$ cat src/design/pmdh_pkg.sv
// Shared constants, codes and types of the peak meter with decay and hold.
// Depends on nothing; every other design file of the block but pmdh_ram imports it.
package pmdh_pkg;

    // Channel count and field widths.
    localparam int CHANNELS   = 8;
    localparam int CH_AW      = (CHANNELS > 1) ? $clog2(CHANNELS) : 1;
    localparam int CHAN_W     = 3;
    localparam int LEVEL_W    = 8;
    localparam int TIME_W     = 32;
    localparam int DECAY_W    = 8;
    localparam int CFG_IDX_W  = 2;
    localparam int CFG_DATA_W = 32;

    // Decay arithmetic: signed product and its magnitude.
    localparam int PROD_W     = DECAY_W + TIME_W + 1;
    localparam int MAG_W      = DECAY_W - 1 + TIME_W;
    localparam int DIV_CNT_W  = $clog2(MAG_W + 1);

    // Depth of the queue between front end and back end.
    localparam int QDEPTH     = 2;
    localparam int QPTR_W     = (QDEPTH > 1) ? $clog2(QDEPTH) : 1;
    localparam int QCNT_W     = $clog2(QDEPTH + 1);

    // Item kinds.
    localparam logic MODE_SAMPLE = 1'b0;
    localparam logic MODE_TICK   = 1'b1;

    // Configuration register indexes.
    localparam logic [CFG_IDX_W-1:0] REG_DECAY_DB   = 2'd0;
    localparam logic [CFG_IDX_W-1:0] REG_PERIOD     = 2'd1;
    localparam logic [CFG_IDX_W-1:0] REG_HOLD_TICKS = 2'd2;

    // Configuration reset values.
    localparam logic signed [DECAY_W-1:0] DECAY_DB_RST = -8'sd55;
    localparam logic [TIME_W-1:0]         PERIOD_RST   = 32'd1500000;
    localparam logic [TIME_W-1:0]         HOLD_RST     = 32'd300000;

    // Bar clamp limits at product width.
    localparam logic signed [PROD_W-1:0] SUM_MIN = -(2 ** (LEVEL_W - 1));
    localparam logic signed [PROD_W-1:0] SUM_MAX = (2 ** (LEVEL_W - 1)) - 1;

    typedef logic [CHAN_W-1:0]         chan_t;
    typedef logic signed [LEVEL_W-1:0] level_t;
    typedef logic [TIME_W-1:0]         time_t;

    // One queued sample with the time at which it arrived.
    typedef struct packed {
        chan_t  channel;
        level_t level;
        time_t  stamp;
    } sample_t;

    // Configuration register file.
    typedef struct packed {
        logic signed [DECAY_W-1:0] decay_db;
        time_t                     period;
        time_t                     hold;
    } cfg_t;

    // Per-channel meter state as kept in the state RAM.
    typedef struct packed {
        level_t bar;
        level_t peak;
        time_t  decay_start;
        level_t hold;
        time_t  hold_start;
    } chan_state_t;

    localparam int CHAN_STATE_W = $bits(chan_state_t);

endpackage

$ cat src/design/pmdh_in_if.sv
// Input channel of the peak meter: valid/ready handshake carrying one item.
// Depends on pmdh_pkg.
interface pmdh_in_if;
    import pmdh_pkg::*;

    logic   valid;
    logic   ready;
    logic   mode;
    chan_t  channel;
    level_t level_db;

    modport source (output valid, output mode, output channel, output level_db, input ready);
    modport sink   (input valid, input mode, input channel, input level_db, output ready);
endinterface

$ cat src/design/pmdh_out_if.sv
// Result channel of the peak meter: valid/ready handshake carrying one result.
// Depends on pmdh_pkg.
interface pmdh_out_if;
    import pmdh_pkg::*;

    logic   valid;
    logic   ready;
    chan_t  out_channel;
    level_t bar_db;
    level_t hold_db;

    modport source (output valid, output out_channel, output bar_db, output hold_db,
                    input ready);
    modport sink   (input valid, input out_channel, input bar_db, input hold_db,
                    output ready);
endinterface

$ cat src/design/pmdh_ram.sv
// Generic single-write, single-read RAM with a registered read port.
// Depends on nothing.
module pmdh_ram #(
    parameter int WIDTH = 8,
    parameter int DEPTH = 8,
    localparam int AW = (DEPTH > 1) ? $clog2(DEPTH) : 1
) (
    input  logic             clk,
    input  logic             we,
    input  logic [AW-1:0]    waddr,
    input  logic [WIDTH-1:0] wdata,
    input  logic [AW-1:0]    raddr,
    output logic [WIDTH-1:0] rdata
);

    logic [WIDTH-1:0] mem_reg [DEPTH];
    logic [WIDTH-1:0] rdata_reg;

    // Write port and registered read port.
    always_ff @(posedge clk)
    begin
        if (we)
        begin
            mem_reg[waddr] <= wdata;
        end
        rdata_reg <= mem_reg[raddr];
    end

    assign rdata = rdata_reg;

endmodule

$ cat src/design/pmdh_div.sv
// Iterative unsigned restoring divider, one quotient bit per cycle.
// Depends on pmdh_pkg.
module pmdh_div (
    input  logic                           clk,
    input  logic                           rst_n,
    input  logic                           start,
    input  logic [pmdh_pkg::MAG_W-1:0]     dividend,
    input  logic [pmdh_pkg::TIME_W-1:0]    divisor,
    output logic                           done,
    output logic [pmdh_pkg::MAG_W-1:0]     quotient
);
    import pmdh_pkg::*;

    logic                 busy_reg, busy_next;
    logic                 done_reg, done_next;
    logic [DIV_CNT_W-1:0] cnt_reg, cnt_next;
    logic [TIME_W-1:0]    rem_reg, rem_next;
    logic [MAG_W-1:0]     quo_reg, quo_next;
    logic [TIME_W-1:0]    dvs_reg, dvs_next;
    logic [TIME_W:0]      trial;
    logic [TIME_W:0]      diff;

    // One restoring step: shift in the next dividend bit and try a subtract.
    always_comb
    begin
        busy_next = busy_reg;
        done_next = 1'b0;
        cnt_next  = cnt_reg;
        rem_next  = rem_reg;
        quo_next  = quo_reg;
        dvs_next  = dvs_reg;
        trial     = {rem_reg, quo_reg[MAG_W-1]};
        diff      = trial - {1'b0, dvs_reg};
        if (start)
        begin
            busy_next = 1'b1;
            cnt_next  = DIV_CNT_W'(MAG_W);
            rem_next  = '0;
            quo_next  = dividend;
            dvs_next  = divisor;
        end
        else if (busy_reg)
        begin
            if (trial >= {1'b0, dvs_reg})
            begin
                rem_next = diff[TIME_W-1:0];
                quo_next = {quo_reg[MAG_W-2:0], 1'b1};
            end
            else
            begin
                rem_next = trial[TIME_W-1:0];
                quo_next = {quo_reg[MAG_W-2:0], 1'b0};
            end
            cnt_next = cnt_reg - 1'b1;
            if (cnt_reg == DIV_CNT_W'(1))
            begin
                busy_next = 1'b0;
                done_next = 1'b1;
            end
        end
    end

    // Control state.
    always_ff @(posedge clk or negedge rst_n)
    begin
        if (!rst_n)
        begin
            busy_reg <= 1'b0;
            done_reg <= 1'b0;
            cnt_reg  <= '0;
        end
        else
        begin
            busy_reg <= busy_next;
            done_reg <= done_next;
            cnt_reg  <= cnt_next;
        end
    end

    // Datapath.
    always_ff @(posedge clk)
    begin
        rem_reg <= rem_next;
        quo_reg <= quo_next;
        dvs_reg <= dvs_next;
    end

    assign done     = done_reg;
    assign quotient = quo_reg;

endmodule

$ cat src/design/pmdh_front.sv
// Front end: accepts words, keeps the tick counter and queues time-stamped samples.
// Depends on pmdh_pkg and pmdh_in_if.
module pmdh_front (
    input  logic              clk,
    input  logic              rst_n,
    pmdh_in_if.sink           items,
    output logic              q_valid,
    input  logic              q_ready,
    output pmdh_pkg::sample_t q_data
);
    import pmdh_pkg::*;

    time_t             time_reg, time_next;
    sample_t           fifo_reg [QDEPTH];
    logic [QPTR_W-1:0] wr_ptr_reg, wr_ptr_next;
    logic [QPTR_W-1:0] rd_ptr_reg, rd_ptr_next;
    logic [QCNT_W-1:0] count_reg, count_next;
    logic              accept;
    logic              push;
    logic              pop;

    assign items.ready = (count_reg != QCNT_W'(QDEPTH));
    assign accept      = items.valid && items.ready;
    assign push        = accept && (items.mode == MODE_SAMPLE)
                         && (int'(items.channel) < CHANNELS);
    assign pop         = q_valid && q_ready;

    // Ticks advance time here; samples are queued with the current time.
    always_comb
    begin
        time_next   = time_reg;
        wr_ptr_next = wr_ptr_reg;
        rd_ptr_next = rd_ptr_reg;
        count_next  = count_reg;
        if (accept && (items.mode == MODE_TICK))
        begin
            time_next = time_reg + 1'b1;
        end
        if (push)
        begin
            wr_ptr_next = (wr_ptr_reg == QPTR_W'(QDEPTH - 1)) ? '0 : wr_ptr_reg + 1'b1;
        end
        if (pop)
        begin
            rd_ptr_next = (rd_ptr_reg == QPTR_W'(QDEPTH - 1)) ? '0 : rd_ptr_reg + 1'b1;
        end
        if (push && !pop)
        begin
            count_next = count_reg + 1'b1;
        end
        else if (pop && !push)
        begin
            count_next = count_reg - 1'b1;
        end
    end

    always_ff @(posedge clk or negedge rst_n)
    begin
        if (!rst_n)
        begin
            time_reg   <= '0;
            wr_ptr_reg <= '0;
            rd_ptr_reg <= '0;
            count_reg  <= '0;
        end
        else
        begin
            time_reg   <= time_next;
            wr_ptr_reg <= wr_ptr_next;
            rd_ptr_reg <= rd_ptr_next;
            count_reg  <= count_next;
        end
    end

    // Queue storage.
    always_ff @(posedge clk)
    begin
        if (push)
        begin
            fifo_reg[wr_ptr_reg] <= '{channel: items.channel, level: items.level_db,
                                      stamp: time_reg};
        end
    end

    assign q_valid = (count_reg != '0);
    assign q_data  = fifo_reg[rd_ptr_reg];

endmodule

$ cat src/design/pmdh_back.sv
// Back end: per-sample sequencer over the channel state RAM, decay multiply and divide.
// Depends on pmdh_pkg, pmdh_out_if, pmdh_ram and pmdh_div.
module pmdh_back (
    input  logic              clk,
    input  logic              rst_n,
    input  pmdh_pkg::cfg_t    cfg,
    input  logic              q_valid,
    output logic              q_ready,
    input  pmdh_pkg::sample_t q_data,
    pmdh_out_if.source        results
);
    import pmdh_pkg::*;

    localparam logic [2:0] ST_IDLE     = 3'd0;
    localparam logic [2:0] ST_LOAD     = 3'd1;
    localparam logic [2:0] ST_MUL      = 3'd2;
    localparam logic [2:0] ST_DIV_GO   = 3'd3;
    localparam logic [2:0] ST_DIV_WAIT = 3'd4;
    localparam logic [2:0] ST_FIN      = 3'd5;
    localparam logic [2:0] ST_WRITE    = 3'd6;

    logic [2:0]               state_reg, state_next;
    sample_t                  cur_reg, cur_next;
    chan_state_t              st_reg, st_next;
    time_t                    elapsed_reg, elapsed_next;
    logic signed [PROD_W-1:0] prod_reg, prod_next;
    logic [CHANNELS-1:0]      valid_reg, valid_next;
    logic                     out_valid_reg, out_valid_next;
    chan_t                    out_chan_reg, out_chan_next;
    level_t                   out_bar_reg, out_bar_next;
    level_t                   out_hold_reg, out_hold_next;

    logic [CH_AW-1:0]         cur_addr;
    logic [CH_AW-1:0]         ram_raddr;
    logic                     ram_we;
    chan_state_t              ram_rdata;
    chan_state_t              st_in;
    level_t                   lvl;
    logic                     rise;
    logic                     hold_refresh;
    logic                     out_free;
    logic                     div_start;
    logic                     div_done;
    logic [MAG_W-1:0]         div_quot;
    logic signed [PROD_W-1:0] prod_abs;
    time_t                    period_eff;
    logic signed [PROD_W-1:0] q_signed;
    logic signed [PROD_W-1:0] sum;
    logic signed [PROD_W-1:0] clamped;

    assign cur_addr   = CH_AW'(cur_reg.channel);
    assign ram_raddr  = CH_AW'(q_data.channel);
    assign out_free   = !out_valid_reg || results.ready;
    assign period_eff = (cfg.period == '0) ? TIME_W'(1) : cfg.period;
    assign prod_abs   = prod_reg[PROD_W-1] ? -prod_reg : prod_reg;
    assign lvl        = cur_reg.level;

    // A channel never written reads as all zero.
    assign st_in = valid_reg[cur_addr] ? ram_rdata : '0;
    assign rise  = lvl >= $signed(st_in.bar);
    assign hold_refresh = !valid_reg[cur_addr]
                          || ((cur_reg.stamp - st_in.hold_start) >= cfg.hold);

    // Signed decay term and clamped bar.
    assign q_signed = prod_reg[PROD_W-1]
                      ? -$signed({{(PROD_W - MAG_W){1'b0}}, div_quot})
                      : $signed({{(PROD_W - MAG_W){1'b0}}, div_quot});
    assign sum      = $signed({{(PROD_W - LEVEL_W){st_reg.peak[LEVEL_W-1]}}, st_reg.peak})
                      + q_signed;
    assign clamped  = (sum < SUM_MIN) ? SUM_MIN : ((sum > SUM_MAX) ? SUM_MAX : sum);

    // Sequencer.
    always_comb
    begin
        state_next     = state_reg;
        cur_next       = cur_reg;
        st_next        = st_reg;
        elapsed_next   = elapsed_reg;
        prod_next      = prod_reg;
        valid_next     = valid_reg;
        out_valid_next = out_valid_reg && !results.ready;
        out_chan_next  = out_chan_reg;
        out_bar_next   = out_bar_reg;
        out_hold_next  = out_hold_reg;
        q_ready        = 1'b0;
        ram_we         = 1'b0;
        div_start      = 1'b0;
        case (state_reg)
            ST_IDLE:
            begin
                q_ready = q_valid;
                if (q_valid)
                begin
                    cur_next   = q_data;
                    state_next = ST_LOAD;
                end
            end
            ST_LOAD:
            begin
                st_next = st_in;
                if (hold_refresh)
                begin
                    st_next.hold       = lvl;
                    st_next.hold_start = cur_reg.stamp;
                end
                if (rise)
                begin
                    st_next.bar         = lvl;
                    st_next.peak        = lvl;
                    st_next.decay_start = cur_reg.stamp;
                    state_next          = ST_WRITE;
                end
                else
                begin
                    state_next = ST_MUL;
                end
                elapsed_next = cur_reg.stamp - st_in.decay_start;
            end
            ST_MUL:
            begin
                prod_next  = cfg.decay_db * $signed({1'b0, elapsed_reg});
                state_next = ST_DIV_GO;
            end
            ST_DIV_GO:
            begin
                div_start  = 1'b1;
                state_next = ST_DIV_WAIT;
            end
            ST_DIV_WAIT:
            begin
                if (div_done)
                begin
                    state_next = ST_FIN;
                end
            end
            ST_FIN:
            begin
                st_next.bar = clamped[LEVEL_W-1:0];
                state_next  = ST_WRITE;
            end
            ST_WRITE:
            begin
                if (out_free)
                begin
                    ram_we               = 1'b1;
                    valid_next[cur_addr] = 1'b1;
                    out_valid_next       = 1'b1;
                    out_chan_next        = cur_reg.channel;
                    out_bar_next         = st_reg.bar;
                    out_hold_next        = st_reg.hold;
                    state_next           = ST_IDLE;
                end
            end
            default:
            begin
                state_next = ST_IDLE;
            end
        endcase
    end

    always_ff @(posedge clk or negedge rst_n)
    begin
        if (!rst_n)
        begin
            state_reg     <= ST_IDLE;
            valid_reg     <= '0;
            out_valid_reg <= 1'b0;
        end
        else
        begin
            state_reg     <= state_next;
            valid_reg     <= valid_next;
            out_valid_reg <= out_valid_next;
        end
    end

    // Datapath and result registers.
    always_ff @(posedge clk)
    begin
        cur_reg      <= cur_next;
        st_reg       <= st_next;
        elapsed_reg  <= elapsed_next;
        prod_reg     <= prod_next;
        out_chan_reg <= out_chan_next;
        out_bar_reg  <= out_bar_next;
        out_hold_reg <= out_hold_next;
    end

    // Per-channel state store.
    pmdh_ram #(
        .WIDTH (CHAN_STATE_W),
        .DEPTH (CHANNELS)
    ) u_state_ram (
        .clk   (clk),
        .we    (ram_we),
        .waddr (cur_addr),
        .wdata (st_reg),
        .raddr (ram_raddr),
        .rdata (ram_rdata)
    );

    // Decay term divider.
    pmdh_div u_div (
        .clk      (clk),
        .rst_n    (rst_n),
        .start    (div_start),
        .dividend (prod_abs[MAG_W-1:0]),
        .divisor  (period_eff),
        .done     (div_done),
        .quotient (div_quot)
    );

    assign results.valid       = out_valid_reg;
    assign results.out_channel = out_chan_reg;
    assign results.bar_db      = out_bar_reg;
    assign results.hold_db     = out_hold_reg;

endmodule

$ cat src/design/peak_meter_decay_hold.sv
// Per-channel peak meter with decaying bar and peak hold.
// A tick word only advances time. A sample at or above the bar passes the load and
// write states; one below it also passes the multiply and the 39-step iterative
// divider. The back end takes no new sample until the last result is in the output
// register; a two-entry queue lets the front end keep taking words meanwhile. Reset
// clears time, the channel valid bits (all read as 0 dB) and loads the configuration defaults.
module peak_meter_decay_hold (
    input  logic                              clk,
    input  logic                              rst_n,
    pmdh_in_if.sink                           items,
    pmdh_out_if.source                        results,
    input  logic                              cfg_wr_en,
    input  logic [pmdh_pkg::CFG_IDX_W-1:0]    cfg_index,
    input  logic [pmdh_pkg::CFG_DATA_W-1:0]   cfg_data
);
    import pmdh_pkg::*;

    cfg_t    cfg_reg;
    logic    q_valid;
    logic    q_ready;
    sample_t q_data;

    // Configuration registers.
    always_ff @(posedge clk or negedge rst_n)
    begin
        if (!rst_n)
        begin
            cfg_reg.decay_db <= DECAY_DB_RST;
            cfg_reg.period   <= PERIOD_RST;
            cfg_reg.hold     <= HOLD_RST;
        end
        else if (cfg_wr_en)
        begin
            case (cfg_index)
                REG_DECAY_DB:   cfg_reg.decay_db <= cfg_data[DECAY_W-1:0];
                REG_PERIOD:     cfg_reg.period   <= cfg_data[TIME_W-1:0];
                REG_HOLD_TICKS: cfg_reg.hold     <= cfg_data[TIME_W-1:0];
                default:        ;
            endcase
        end
    end

    pmdh_front u_front (
        .clk     (clk),
        .rst_n   (rst_n),
        .items   (items),
        .q_valid (q_valid),
        .q_ready (q_ready),
        .q_data  (q_data)
    );

    pmdh_back u_back (
        .clk     (clk),
        .rst_n   (rst_n),
        .cfg     (cfg_reg),
        .q_valid (q_valid),
        .q_ready (q_ready),
        .q_data  (q_data),
        .results (results)
    );

    // A tick never creates a queue entry.
    assert property (@(posedge clk) disable iff (!rst_n)
        (items.valid && items.ready && (items.mode == MODE_TICK) && !q_valid) |=> !q_valid)
        else $error("tick word entered the sample queue");

    // A sample taken into an empty queue is offered to the back end next cycle.
    assert property (@(posedge clk) disable iff (!rst_n)
        (items.valid && items.ready && (items.mode == MODE_SAMPLE)
         && (int'(items.channel) < CHANNELS) && !q_valid) |=> q_valid)
        else $error("accepted sample missing from the queue");

    // After taking a sample the back end is busy and takes no other.
    assert property (@(posedge clk) disable iff (!rst_n)
        (q_valid && q_ready) |=> !q_ready)
        else $error("back end took two samples in a row");

endmodule

$ cat src/flat_wrapper.sv
// flat-port wrapper written by rule: the top's interface ports become plain ports
module peak_meter_decay_hold_flat import pmdh_pkg::*;
  (clk, rst_n, cfg_wr_en, cfg_index, cfg_data, items_valid, items_mode, items_channel, items_level_db, items_ready, results_valid, results_out_channel, results_bar_db, results_hold_db, results_ready);
  pmdh_in_if items_i ();
  pmdh_out_if results_i ();
  input  logic clk;
  input  logic rst_n;
  input  logic cfg_wr_en;
  input  logic [pmdh_pkg::CFG_IDX_W-1:0] cfg_index;
  input  logic [pmdh_pkg::CFG_DATA_W-1:0] cfg_data;
  input wire logic [$bits(items_i.valid)-1:0] items_valid;
  input wire logic [$bits(items_i.mode)-1:0] items_mode;
  input wire logic [$bits(items_i.channel)-1:0] items_channel;
  input wire logic [$bits(items_i.level_db)-1:0] items_level_db;
  output wire logic [$bits(items_i.ready)-1:0] items_ready;
  output wire logic [$bits(results_i.valid)-1:0] results_valid;
  output wire logic [$bits(results_i.out_channel)-1:0] results_out_channel;
  output wire logic [$bits(results_i.bar_db)-1:0] results_bar_db;
  output wire logic [$bits(results_i.hold_db)-1:0] results_hold_db;
  input wire logic [$bits(results_i.ready)-1:0] results_ready;
  assign items_i.valid = items_valid;
  assign items_i.mode = items_mode;
  assign items_i.channel = items_channel;
  assign items_i.level_db = items_level_db;
  assign items_ready = items_i.ready;
  assign results_valid = results_i.valid;
  assign results_out_channel = results_i.out_channel;
  assign results_bar_db = results_i.bar_db;
  assign results_hold_db = results_i.hold_db;
  assign results_i.ready = results_ready;
  peak_meter_decay_hold u_core (.clk(clk), .rst_n(rst_n), .items(items_i), .results(results_i), .cfg_wr_en(cfg_wr_en), .cfg_index(cfg_index), .cfg_data(cfg_data));
endmodule
$ cat config.mk
export PLATFORM = sky130hd
export DESIGN_NAME = peak_meter_decay_hold_flat
export DESIGN_NICKNAME = d
export VERILOG_FILES = /design/src/design/pmdh_pkg.sv /design/src/design/pmdh_in_if.sv /design/src/design/pmdh_out_if.sv /design/src/design/pmdh_ram.sv /design/src/design/pmdh_div.sv /design/src/design/pmdh_front.sv /design/src/design/pmdh_back.sv /design/src/design/peak_meter_decay_hold.sv /design/src/flat_wrapper.sv
export SDC_FILE = /design/constraint.sdc
export NUM_CORES = 2
export LEC_CHECK = 0
export BUFFER_PORTS_ARGS = -buffer_cell sky130_fd_sc_hd__buf_2
export CAP_MARGIN = 0
export CORE_MARGIN = 3
export CORE_UTILIZATION = 31
export DETAILED_ROUTE_END_ITERATION = 10
export PLACE_DENSITY_LB_ADDON = 0.15
export SKIP_CTS_REPAIR_TIMING = 1
export SLEW_MARGIN = 20
export SYNTH_ARGS = -nofsm -noshare
export SYNTH_HDL_FRONTEND = slang
export SYNTH_SLANG_ARGS = --single-unit
$ cat constraint.sdc
create_clock -name clk -period 8 [get_ports clk]
set_input_delay 0.8 -clock clk [delete_from_list [all_inputs] [get_ports clk]]
set_output_delay 0.8 -clock clk [all_outputs]
set_load 0.01 [all_outputs]
# ---- Yosys cells after proc, flatten, opt, wreduce, memory -nomap -nowiden
# Memory sizes are Yosys's and may differ from the RTL's. A register that Yosys moved wholly into a read port is not among the register bits.
# Index checks and enable logic that the tools add are counted.
dict set report totals {
  input_bits 51
  wordCells 137
  memories 2
  output_inout_bits 21
  ff_bits 454
  ramBits 790
}
dict set report classes {
  n_mul 1
  n_reduce_logical 28
  order_cmp 7
  muxes 43
  n_eq_ne 13
  n_addsub 12
  bitwise_logic 2
}
# memory depth width read_ports rd_ports_with_merged_regs wr line
set memory_table {}
lappend memory_table {u_core.u_back.u_state_ram.mem_reg 8 88 1 1 1 pmdh_ram.sv:16} ;# logic [WIDTH-1:0] mem_reg [DEPTH];
lappend memory_table {u_core.u_front.fifo_reg 2 43 1 0 1 pmdh_front.sv:14} ;# sample_t fifo_reg [QDEPTH];
# cell n
set op_table {}
lappend op_table {{39-bit 2-to-1 mux} 3}
lappend op_table {{32-bit subtractor} 3}
lappend op_table {{88-bit 2-to-1 mux} 1}
lappend op_table {{48-bit 2-to-1 mux} 1}
lappend op_table {{8-bit by 41-bit adder with 41-bit output} 1}
lappend op_table {{41-bit by 8-bit greater-than comparator with 1-bit output (second input constant)} 1}
lappend op_table {{41-bit by 8-bit < comparator with 1-bit output (second input constant)} 1}
lappend op_table {{8-bit by 33-bit multiplier with 41-bit output} 1}
lappend op_table {{41-bit 2-to-1 mux} 1}
lappend op_table {{39-bit negation with 41-bit output} 1}
lappend op_table {{40-bit 2-to-1 mux} 1}
lappend op_table {{39-bit negation} 1}
lappend op_table {{33-bit by 32-bit greater-or-equal comparator with 1-bit output} 1}
lappend op_table {{32-bit by 1-bit adder with 32-bit output (second input constant)} 1}
lappend op_table {{32-bit greater-or-equal comparator} 1}
lappend op_table {{32-bit zero test} 1}
lappend op_table {{32-bit 2-to-1 mux} 1}
lappend op_table {{1-bit 2-to-1 mux} 21}
lappend op_table {{3-bit one-hot mux with 7 select lines} 1}
lappend op_table {{8-bit 2-to-1 mux} 2}
lappend op_table {{8-bit one-hot mux with 2 select lines} 1}
lappend op_table {{3-bit 2-to-1 mux} 4}
lappend op_table {{6-bit 2-to-1 mux} 2}
lappend op_table {{2-bit AND reduction} 5}
lappend op_table {{27 further kinds} 49}

# ---- Depth between registers and ports, before layout
dict set report depth {
  ltp_word 7
  depth_mapped 33
  ltp_nobuf 29
}

# ---- By module
# From an unflattened synthesis, not the netlist that was laid out.
dict set report unflattened {
  hier_cells 4890
  area_unflattened_um2 67422.2
}
# mod instances cells_each area_per_inst_um2
set by_module_without_submodules {}
lappend by_module_without_submodules {pmdh_ram 1 1119 28233.3}
lappend by_module_without_submodules {pmdh_back 1 2679 24965.2}
lappend by_module_without_submodules {pmdh_div 1 652 6571.3}
lappend by_module_without_submodules {pmdh_front 1 287 4903.5}
lappend by_module_without_submodules {peak_meter_decay_hold 1 153 2748.9}

# ---- Worst setup path before layout
# Ideal clock, no wire load.
dict set report synth_timing {
  path_kind {input to register}
  startpoint {input results_ready}
  endpoint {register u_core.u_back.valid_reg[0]}
  t_required_ns 7.898
  t_arrival_ns 8.383
  path_slack_ns -0.486
  stages 5
  path_cell_list {nand2b_1 -> and3_1 -> nand2b_1 -> nor3_1 -> or2_2}
}
dict set report synth_via {
  elab_chain_len 2
}
# item line
set synth_lines {}
lappend synth_lines {{start: declaration} flat_wrapper.sv:20} ;# input wire logic [$bits(results_i.ready)-1:0] results_ready;
lappend synth_lines {{1-bit logical OR} pmdh_back.sv:53} ;# assign out_free = !out_valid_reg || results.ready;
lappend synth_lines {{2-bit AND reduction (no source line)} -}
lappend synth_lines {{end signal: assignment} pmdh_back.sv:172} ;# valid_reg <= valid_next;
lappend synth_lines {{end: declaration} pmdh_back.sv:27} ;# logic [CHANNELS-1:0] valid_reg, valid_next;
# No other way between the ends.
# A chain may end at the register's enable or synchronous reset.

# ---- Worst setup path in the final report
dict set report layout_timing {
  startpoint {register u_core.u_back.cur_reg, in the netlist u_core.u_back.cur_addr[2]}
  endpoint {register u_core.u_back.st_reg[19] in the netlist's numbering, data pin}
}
dict set report layout_via {
  elab_chain_len 7
  elab_cells_between_ends 8
  cone_classes {1 x add/sub; 1 x order compare; 4 x mux; 2 x reduce/logical}
}
# item line
set layout_lines {}
lappend layout_lines {{start: declaration} pmdh_back.sv:23} ;# sample_t cur_reg, cur_next;
lappend layout_lines {{start signal: assignment} pmdh_back.sv:180} ;# cur_reg <= cur_next;
lappend layout_lines {{1-bit binary-select mux with 3-bit select *} {pmdh_back.sv:59, pmdh_back.sv:61}}
lappend layout_lines {{1-bit 2-to-1 mux (implied by the code) *} {pmdh_back.sv:59, pmdh_back.sv:61}}
lappend layout_lines {{88-bit 2-to-1 mux} pmdh_back.sv:59} ;# assign st_in = valid_reg[cur_addr] ? ram_rdata : '0;
lappend layout_lines {{32-bit subtractor} pmdh_back.sv:62} ;# || ((cur_reg.stamp - st_in.hold_start) >= cfg.hold);
lappend layout_lines {{32-bit greater-or-equal comparator} pmdh_back.sv:62}
lappend layout_lines {{1-bit logical OR} pmdh_back.sv:62}
lappend layout_lines {{40-bit 2-to-1 mux *} pmdh_back.sv:101} ;# if (hold_refresh)
lappend layout_lines {{end signal: assignment} pmdh_back.sv:181} ;# st_reg <= st_next;
lappend layout_lines {{end: declaration} pmdh_back.sv:24} ;# chan_state_t st_reg, st_next;
# Mark *: on every way between the ends. The rest lies on a longest branch, timed or not. The select of a mux whose other input is x is not followed.

==> results by group <==
Worst setup path
  – Kind of cell adding the most delay to the critical path: compound AO/OA/AOI/OAI gates
  – Req. time, crit path: 8.53 ns
  – WP buf/inv: 4
  – Critical path's slowest cell: o221ai_4
  – Worst setup SP type: register
  – Critical path type: register to register
  – WP data arrival: 7.81 ns
  – Crit-path max cell delay: 0.48 ns
  – R2R setup slack: 0.72 ns
  – Worst Reg-to-Reg Cells: 28
  – FF-to-FF Start: u_core.u_back.cur_addr[2]
  – Reg2reg end: u_core.u_back.st_reg[19]
  – CP Capture Type: register
  – Worst-path maximum fanout: 24

Drt
  – First drt pass iteration count: 5
  – Wire length per cell: 21.15 um
  – Via count: 43.08k
  – Post-DRT Antenna Nets: 0
  – Total Routed Length: 187700 um
  – Drt drc: 0
  – Vias per cell: 4.854
  – First DRT Iteration DRCs: 2745

Job
  – Max-cap violations: 0

Timing
  – Slew headroom: 27.62%
  – Worst Clk Skew: 0.05079 ns
  – Final hold vios: 0
  – Setup TNS: 0 ns
  – Slew at the pin closest to its max-slew limit: 1.086 ns
  – RSZ-0062 raised after global routing: false
  – Max-slew violations: 0
  – Fmax: 137.3 MHz
  – Period minus WS final: 7.284 ns
  – # setup viols final: 0
  – Tcrit/Tclk final: 91.05%

Place
  – Dpl hpwl: 122200 um
  – I/O Buffers: 71
  – Placer Congestion: 0.8385
  – Dpl cells: 8592

Clocking
  – CTS tree: yes
  – Clock latency on the worst-skew pair: 0.79 ns
  – Sink Count: 1331
  – Reg clk slew, reported paths: 0.06 ns
  – H-tree depth: 4
  – Max clock buf depth: 3
  – Clk root buf: clkbuf_16
  – CTS Buf Count: 150

Yosys
  – Cells after Synth: 5901
  – Sequential share of the synthesized area: 57.15%
  – Top_reg_cell synth: edfxtp_1
  – Syn Area/Cell: 11.31 um^2
  – Distinct cells, synth: 75
  – Post-synth ARST share: 9.617%
  – Syn. warnings: 0
  – EDFF count, synth: 1083
  – Synth Net Count: 6410
  – Netlist Area Pre-Place: 66760 um^2
  – Flops & latches, synth: 1331

Floorplan
  – Initial Util: 31.32%
  – Die height: 470.1 um
  – Core area: 213100 um^2
  – Rows: 169
  – Ports: 72
  – Die area: 221000 um^2
  – Chip Width: 470.1 um

Run status
  – Status: finished, final reports clean

Final layout
  – Fin util: 35.37%
  – Leading cell types in the layout, fill and taps excluded: 1196 x nand2_1, 1083 x edfxtp_1, 493 x nand3_1
  – Layout cells sized above 1: 9.369%
  – Commonest non-fill, non-tap cell in the layout: nand2_1
  – Layout Nets: 6433
  – Max reg flops: 704
  – Syn-to-layout area delta: 12.93%
  – # fillers: 21.05k
  – Post-route non-filler standard cell count: 8875

Hold path
  – Hold Path Class: input pin to asynchronous set/reset pin

Global routing
  – Largest net degree at the start of global routing: 179
  – GRT overflow: 0
  – Vias in the first global route: 43.74k
  – Initial antenna violation count: 7
  – Total Routing Usage GR: 16.87%
  – First-pass GRT wire length: 283300 um
worst reg2reg max path, delay by kind of cell (launching register included):
family / cells / cell delay (ns)
AND/OR/NAND/NOR: 7 / 1.03
flip-flops: 1 / 0.45
AO/OA/AOI/OAI: 14 / 3.93
buffers and inverters: 4 / 0.92
XOR/XNOR: 1 / 0.08
adder cells (fa/ha/maj): 2 / 0.60
cells in the mapped netlist (23+ instances only):
library cell | instances | share of area, %
a21o_1 | 80 | 0.90
a21oi_1 | 135 | 1.0
and2_1 | 165 | 1.5
clkbuf_1 | 255 | 1.4
dfrtp_1 | 106 | 4.0
dfxtp_1 | 120 | 3.6
edfxtp_1 | 1083 | 49
fa_1 | 185 | 5.5
ha_1 | 273 | 5.1
inv_1 | 346 | 1.9
mux2_2 | 125 | 2.1
nand2_1 | 1196 | 6.7
nand2b_1 | 81 | 0.76
nand3_1 | 493 | 3.7
nand4_1 | 23 | 0.22
nor2_1 | 151 | 0.85
nor2b_1 | 35 | 0.33
nor3_1 | 46 | 0.34
nor4_1 | 23 | 0.22
o21a_1 | 38 | 0.43
o21ai_0 | 328 | 2.5
o31ai_1 | 23 | 0.26
xnor2_1 | 166 | 2.2
xor2_1 | 87 | 1.1
per-layer routing:
layer | vias up | global-route usage, % | share of wire, %
li1 | 20650 | - | -
met1 | 21490 | 22.82 | 46
met2 | 726 | 28.23 | 48
met3 | 223 | 2.504 | 3.8
met4 | 0 | 4.471 | 2.5
met5 | - | 0 | 0
layout make-up:
class / instances / area (um^2) / area share, %
clock inverter: 64 / 644.4 / 0.8547
multi-input combinational: 3951 / 26440 / 35.07
clock buffer: 216 / 4285 / 5.684
sequential: 1331 / 38160 / 50.61
tap: 2821 / 3530 / 4.682
inverter: 347 / 1315 / 1.744
timing repair buffer: 143 / 1015 / 1.346
antenna: 2 / 5.005 / 0.006638
worst max path at each step:
| stage | endpoint | cells past startpoint | from | slack (ns) |
|---|---|---|---|---|
| floorplan | u_core.u_back.st_reg[0] | 27 | u_core.u_back.cur_addr[2] | 0.72 |
| global placement | u_core.u_back.st_reg[20] | 28 | u_core.u_back.cur_addr[2] | 0.60 |
| detailed placement | u_core.u_back.st_reg[21] | 28 | u_core.u_back.cur_addr[2] | 0.65 |
| CTS | u_core.u_back.st_reg[19] | 28 | u_core.u_back.cur_addr[2] | 0.60 |
| global route | u_core.u_back.st_reg[29] | 28 | u_core.u_back.cur_addr[2] | 0.12 |
| finish | u_core.u_back.st_reg[19] | 28 | u_core.u_back.cur_addr[2] | 0.72 |
per-stage QoR:
step | instance area, um^2 | setup slack (ns) | hold slack, ns
floorplan | 66770 | 0.7244 | 0.4244
global placement | 70440 | 0.5999 | 0.4507
detailed placement | 70440 | 0.6540 | 0.4577
CTS | 75370 | 0.5954 | 0.03926
global route | 75390 | 0.1163 | 0.07189
finish | 75390 | 0.7163 | 0.05679
cell families (layout without fill, tap and decap cells):
family,Yosys count,in the layout,share of synthesized area (%)
AO/OA/AOI/OAI,774,774,7.126
adder cells (fa/ha/maj),458,458,10.66
AND/OR/NAND/NOR,2317,2317,15.76
XOR/XNOR,254,254,3.344
other,0,2,0
buffers and inverters,619,770,3.482
multiplexers,148,148,2.472
flip-flops,1331,1331,57.15
Power is not shown: default switching activity piles up to over one toggle a cycle in this logic, so the estimate is an artifact.
